## config.mk

```make
export PLATFORM = sky130hd
export DESIGN_NAME = cfc_engine
export DESIGN_NICKNAME = d
export VERILOG_FILES = /design/src/hw/rtl/cfc_pkg.sv /design/src/hw/rtl/cfc_engine.sv
export SDC_FILE = /design/constraint.sdc
export NUM_CORES = 1
export LEC_CHECK = 0
export ABC_AREA = 1
export BUFFER_PORTS_ARGS = -buffer_cell sky130_fd_sc_hd__buf_2
export CORE_MARGIN = 2
export CORE_UTILIZATION = 52
export CTS_CLUSTER_SIZE = 16
export DETAILED_ROUTE_END_ITERATION = 7
export GPL_TIMING_DRIVEN = 0
export HOLD_SLACK_MARGIN = 0.1
export PLACE_DENSITY = 0.77
export SYNTH_ARGS = -nofsm -noshare
export SYNTH_HDL_FRONTEND = slang
export SYNTH_SLANG_ARGS = --single-unit
```

## constraint.sdc

```tcl
create_clock -name clock -period 3.9 [get_ports clock]
set_clock_uncertainty 0.15 [all_clocks]
set_input_delay 0 -clock clock [delete_from_list [all_inputs] [get_ports clock]]
set_output_delay 0 -clock clock [all_outputs]
set_load 0.05 [all_outputs]
```

## src/hw/rtl/cfc_pkg.sv

```systemverilog
// ----------------------------------------------------------------------------
// cfc_pkg: shared types and constants for the crc-8 frame checker
// Word formats, configuration defaults, error codes and the crc-8 byte update.
// ----------------------------------------------------------------------------
package cfc_pkg;

   localparam int unsigned MAX_HEADER = 32;
   localparam int unsigned HDR_W      = 6;
   localparam int unsigned POS_W      = 5;
   localparam int unsigned COUNT_W    = 9;

   localparam logic [7:0] CRC_POLY = 8'h07;
   localparam logic [7:0] CRC_MSB  = 8'h80;
   localparam logic [7:0] CRC_INIT = 8'h00;

   localparam logic [COUNT_W-1:0] COUNT_MAX = '1;

   // configuration register indexes
   localparam logic [2:0] CSR_HEADER_BYTES  = 3'd0;
   localparam logic [2:0] CSR_LENGTH_POS    = 3'd1;
   localparam logic [2:0] CSR_TTL_POS       = 3'd2;
   localparam logic [2:0] CSR_PAYLOAD_LIMIT = 3'd3;
   localparam logic [2:0] CSR_TTL_CHECK     = 3'd4;

   localparam logic [HDR_W-1:0] HEADER_BYTES_RST  = 6'd8;
   localparam logic [POS_W-1:0] LENGTH_POS_RST    = 5'd0;
   localparam logic [POS_W-1:0] TTL_POS_RST       = 5'd1;
   localparam logic [7:0]       PAYLOAD_LIMIT_RST = 8'd200;
   localparam logic             TTL_CHECK_RST     = 1'b1;

   typedef enum logic [2:0] {
      ERR_NONE  = 3'd0,
      ERR_SHORT = 3'd1,
      ERR_LONG  = 3'd2,
      ERR_TTL   = 3'd3,
      ERR_CRC   = 3'd4
   } err_type;

   typedef struct packed {
      logic [7:0] data_byte;
      logic       last_byte;
   } req_type;

   typedef struct packed {
      logic               frame_ok;
      logic [2:0]         error_code;
      logic [7:0]         crc_computed;
      logic [COUNT_W-1:0] buffer_length;
   } rsp_type;

   typedef struct packed {
      logic [HDR_W-1:0] header_bytes;
      logic [POS_W-1:0] length_field_pos;
      logic [POS_W-1:0] ttl_field_pos;
      logic [7:0]       payload_limit;
      logic             ttl_check;
   } cfg_type;

   // msb-first crc-8 update over one byte, unrolled
   function automatic logic [7:0] crc8_step(input logic [7:0] crc, input logic [7:0] b);
      logic [7:0] c;
      c = crc ^ b;
      for (int k = 0; k < 8; k++) begin
         if ((c & CRC_MSB) != 8'h00) begin
            c = {c[6:0], 1'b0} ^ CRC_POLY;
         end else begin
            c = {c[6:0], 1'b0};
         end
      end
      return c;
   endfunction

endpackage

```

## src/hw/rtl/cfc_engine.sv

```systemverilog
// ----------------------------------------------------------------------------
// cfc_engine: per-buffer frame state and verdict logic
// Tracks byte count, crc, captured length and ttl; forms the verdict on the
// last byte and returns the frame state to its cleared values.
// ----------------------------------------------------------------------------
module cfc_engine (
   input  logic             clock,
   input  logic             reset,
   input  logic             step,
   input  cfc_pkg::req_type word,
   input  cfc_pkg::cfg_type cfg,
   output cfc_pkg::rsp_type result
);
   import cfc_pkg::*;

   logic [7:0]         crc_ff, crc_in;
   logic [COUNT_W-1:0] count_ff, count_in;
   logic [7:0]         plen_ff, plen_in;
   logic               ttl_zero_ff, ttl_zero_in;
   logic               match_ff, match_in;

   logic [HDR_W-1:0]   hdr;
   logic               in_hdr;
   logic [COUNT_W-1:0] crc_end;
   logic [COUNT_W:0]   frame_need;
   logic [COUNT_W:0]   hdr_need;
   err_type            err;

   always_comb begin
      hdr = (cfg.header_bytes > HDR_W'(MAX_HEADER)) ? HDR_W'(MAX_HEADER) : cfg.header_bytes;
      in_hdr = count_ff < COUNT_W'(hdr);

      plen_in = plen_ff;
      if (in_hdr && (count_ff == COUNT_W'(cfg.length_field_pos))) begin
         plen_in = word.data_byte;
      end
      ttl_zero_in = ttl_zero_ff;
      if (in_hdr && (count_ff == COUNT_W'(cfg.ttl_field_pos))) begin
         ttl_zero_in = (word.data_byte == 8'h00);
      end

      crc_end  = COUNT_W'(hdr) + COUNT_W'(plen_in);
      crc_in   = crc_ff;
      match_in = match_ff;
      if (count_ff < crc_end) begin
         crc_in = crc8_step(crc_ff, word.data_byte);
      end else if (count_ff == crc_end) begin
         match_in = (word.data_byte == crc_ff);
      end

      count_in = (count_ff != COUNT_MAX) ? count_ff + COUNT_W'(1) : count_ff;

      hdr_need   = (COUNT_W+1)'(hdr) + (COUNT_W+1)'(1);
      frame_need = (COUNT_W+1)'(hdr) + (COUNT_W+1)'(plen_in) + (COUNT_W+1)'(1);

      if ({1'b0, count_in} < hdr_need) begin
         err = ERR_SHORT;
      end else if (plen_in > cfg.payload_limit) begin
         err = ERR_LONG;
      end else if ({1'b0, count_in} < frame_need) begin
         err = ERR_SHORT;
      end else if (cfg.ttl_check && ttl_zero_in) begin
         err = ERR_TTL;
      end else if (!match_in) begin
         err = ERR_CRC;
      end else begin
         err = ERR_NONE;
      end

      result.frame_ok      = (err == ERR_NONE);
      result.error_code    = err;
      result.crc_computed  = crc_in;
      result.buffer_length = count_in;
   end

   always_ff @(posedge clock) begin
      if (reset || (step && word.last_byte)) begin
         crc_ff      <= CRC_INIT;
         count_ff    <= '0;
         plen_ff     <= '0;
         ttl_zero_ff <= 1'b1;
         match_ff    <= 1'b0;
      end else if (step) begin
         crc_ff      <= crc_in;
         count_ff    <= count_in;
         plen_ff     <= plen_in;
         ttl_zero_ff <= ttl_zero_in;
         match_ff    <= match_in;
      end
   end

endmodule

```

==> flow_metrics.py <==
metrics = {
    "critical_path": {
        "r2r_cells": 26,
        "crit_fanout": 7,
        "startpoint": "count_ff[5]$_SDFFE_PP0P_",
        "endpoint": "result[20]",
        "cpMostUsedCell": "nand2_2",
        "max_stage_delay_ps": 400,
        "cp-end-kind": "primary output",
        "start_kind": "flop",
        "cp.buffers_inverters": 5,
        "crit_family": "simple AND/OR/NAND/NOR gates",
        "arrival_ps": 4520,
        "cp.depth": 25,
        "reg2reg_setup_slack_ps": -590,
        "critPathRequiredTime_ps": 3750,
        "timing.rr.start": "count_ff[5]$_SDFFE_PP0P_",
        "cp_slowest_cell": "fa_2",
        "critical_path_class": "flop to primary output",
        "rr_endpoint": "crc_ff[0]$_SDFFE_PP0P_",
    },
    "pwr": {
        "p_leak_nw": 2.72,
        "p_total_w": 0.00168,
        "pwr-share-clk_pct": 10.7,
        "vdd.ir_drop.worst_mv": 0.186,
        "swShare_pct": 50.5,
        "p_int_w": 0.000830,
        "sequentialPowerShare_pct": 19.1,
        "power.density_mw_per_mm2": 314,
        "comb_power_share_pct": 70.2,
        "switching_power_w": 0.000847,
    },
    "sta": {
        "period_needed_ps": 4670,
        "finalSetupViolations": 21,
        "whs_ps": 97.4,
        "tightest_slew_ps": 1120,
        "setup_ws_ps": -773,
        "finalMaxSlewViolations": 0,
        "fmax_mhz": 214,
        "rsz0062_at_grt": "true",
        "fin_crit_sh_pct": 120,
        "slew_headroom_pct": 24.4,
        "hold_viol_final": 0,
    },
    "clock_network": {
        "clk_pin_slew_worst_paths_ps": 120,
        "clock_path_buffers": 2,
        "clock-sinks": 27,
        "numCtsBuffers": 3,
        "cts_root_buf": "clkbuf_8",
        "clk_latency_ps": 290,
        "cts_tree": "built",
        "htreeDepth": 1,
    },
    "synthesis": {
        "synthArstFlopShare_pct": 0,
        "syn_area_mm2": 0.00353,
        "synth_warnings": 0,
        "yosysSeqAreaShare_pct": 15.3,
        "synth-seq-cells": 27,
        "muxShareOfSynthArea_pct": 0,
        "synth_fp_nets": 639,
        "synth-edff-count": 0,
        "synthAdderAreaFrac_pct": 18.5,
        "synth_top_family_by_area": "simple AND/OR/NAND/NOR gates",
        "synthSimpleGateAreaFrac_pct": 28.8,
        "ys.flop_type": "dfxtp_1",
        "synthCells": 551,
        "synth_xor_area_share_pct": 10.2,
        "synth_cell_types": 41,
        "synth_compound_area_share_pct": 15.8,
        "avgSynthCellArea_um2": 6.41,
    },
    "global_route": {
        "grt_pass1_vias": 4164,
        "grt_pass1_wl_um": 19500,
        "gr-usage-all-layers_pct": 32.9,
        "antenna_found_initial": 0,
        "grt_max_degree": 17,
        "gr-total-overflow": 0,
    },
    "layout": {
        "n_fill_cell": 406,
        "final_cells": 753,
        "fin_area_mm2": 0.00535,
        "diodes": 0,
        "area_growth_syn_to_layout_pct": 51.4,
        "nNetsFinal": 762,
        "drive_above_1_share_pct": 37.3,
    },
    "routing": {
        "route.detailed.drc": 0,
        "wirelength_um": 14900,
        "dr_total_vias": 4570,
        "avgViaCountPerCell": 6.07,
        "dr.first_iter.drc_count": 380,
        "routedWlPerCell_um": 19.8,
        "first_pass_iters": 5,
        "ant_nets": 0,
    },
    "placed_design": {
        "dp_cells": 687,
        "dpl-instance-area_mm2": 0.00404,
        "hpwl_um": 7960,
        "globalplace.congestion": 0.922,
        "placement.io_buffers": 56,
    },
    "die": {
        "die-area_mm2": 0.00747,
        "die_height_um": 86.4,
        "die_w_um": 86.4,
        "start_util_pct": 52.9,
        "boundaryPins": 58,
        "core_area_mm2": 0.00668,
        "row_count": 30,
    },
    "hold_path": {
        "hold_class": "input port to flop",
        "min_path_cells": 8,
    },
    "job": {
        "maxCapViolCount": 0,
    },
    "status": {
        "status": "finished with violations",
        "violations": "setup timing",
    },
}
[sequential cells by signal, summed over array words and instances, names as in the netlist]
signal,count
count_ff,9
crc_ff,8
plen_ff,8
match_ff,1
ttl_zero_ff,1
[logic make-up after synthesis]
family,Yosys count
AOI/OAI and AO/OA,99
xor gates and xnor gates,41
adders and majority gates,51
buffers and inverters,104
DFF,27
other,1
and+or+nand+nor,228
[final cells by class]
class                      count  area [um^2]  area share [%]
inverter                      93          354            6.62
timing repair buffer         119          966            18.1
clock buffer                   3         41.3           0.772
tap                           80          100            1.87
multi-input combinational    420         3260            60.9
buffer                        10         61.3            1.15
sequential                    27          562            10.5
clock inverter                 1         7.51           0.140
[through the flow]
stage	setup TNS (ps)	worst slack, ps	utilization, %
6_report	-11020	-773	80.0
5_1_grt	-11590	-794	80.0
4_1_cts	-2980	-293	74.0
3_5_place_dp	-10950	-698	60.4
3_3_place_gp	-9610	-624	60.4
2_1_floorplan	-40.0	-32.0	-
[worst min-delay path by stage]
| stage | endpoint | startpoint | slack (ps) |
|---|---|---|---|
| floorplan | count_ff[0]$_SDFFE_PP0P_ | reset | 50 |
| global placement | count_ff[0]$_SDFFE_PP0P_ | reset | 150 |
| detailed placement | count_ff[0]$_SDFFE_PP0P_ | reset | 160 |
| CTS | ttl_zero_ff$_SDFFE_PP1P_ | cfg[13] | 100 |
| global route | ttl_zero_ff$_SDFFE_PP1P_ | cfg[13] | 140 |
| finish | ttl_zero_ff$_SDFFE_PP1P_ | cfg[13] | 100 |
[tightest hold or removal path, cell delays in order]
cell,delay [ps]
buf_2,80
xnor2_1,60
nand2_1,60
nor2_1,40
nand2_1,80
o21bai_1,90
nand3_1,70
nand2_1,40
[power groups by stage]
stage	Combinational (W)	Clock [W]	Sequential, W
floorplan	0.000599	0	0.000318
global placement	0.000747	0	0.000324
detailed placement	0.000763	0	0.000325
CTS	0.000972	0.000173	0.000316
global route	0.00123	0.000187	0.000322
finish	0.00118	0.000179	0.000321
[routing by layer]
layer | GRT usage (%) | wire [um]
met5 | 0 | 0
met4 | 12.8 | 1200
met3 | 2.76 | 1370
met2 | 57.3 | 6760
met1 | 41.9 | 5580
[cells in the mapped netlist (2+ instances only)]
cell type | instances | area [um^2]
nor2_2 | 3 | 18.8
ha_1 | 49 | 613
inv_2 | 7 | 26.3
nand2_1 | 131 | 492
nand3_4 | 2 | 35.0
dfxtp_1 | 27 | 541
nor2_1 | 41 | 154
o21ai_1 | 7 | 35.0
a211oi_1 | 3 | 22.5
xnor2_1 | 17 | 149
clkinv_1 | 2 | 7.51
inv_1 | 84 | 315
nand4_1 | 3 | 18.8
xor2_1 | 24 | 210
fa_1 | 2 | 40.0
nand3_1 | 27 | 135
o21bai_1 | 2 | 15.0
o21ai_0 | 30 | 150
o21ai_2 | 5 | 43.8
nand3b_1 | 5 | 37.5
clkbuf_1 | 7 | 26.3
nor3_1 | 4 | 20.0
buf_2 | 2 | 10.0
o211ai_1 | 4 | 30.0
nor3_2 | 2 | 20.0
nor4_1 | 2 | 12.5
nand2_2 | 5 | 31.3
a21oi_1 | 41 | 205
[cells in the final DEF (no fill, tap or decap), types with 12 or more instances in the layout]
cell           instances
dlygate4sd3_1         12
a21oi_1               30
nand2_2               26
xnor2_1               16
ha_1                  34
nand2_1              100
nand3_1               19
ha_4                  14
buf_2                 45
dfxtp_1               20
buf_4                 35
o21ai_0               14
nor2_1                29
buf_6                 22
xor2_1                23
inv_1                 80
[repair_timing]
action | CTS | global route
gates cloned | 2 | 0
hold buffers | 12 | 0
setup buffers | 29 | 20
resized for setup | 108 | 63
hold endpoints to repair | 19 | 0
pin swaps | 47 | 45
setup endpoints to repair | 21 | 21
(Power assumes the default switching activity.)
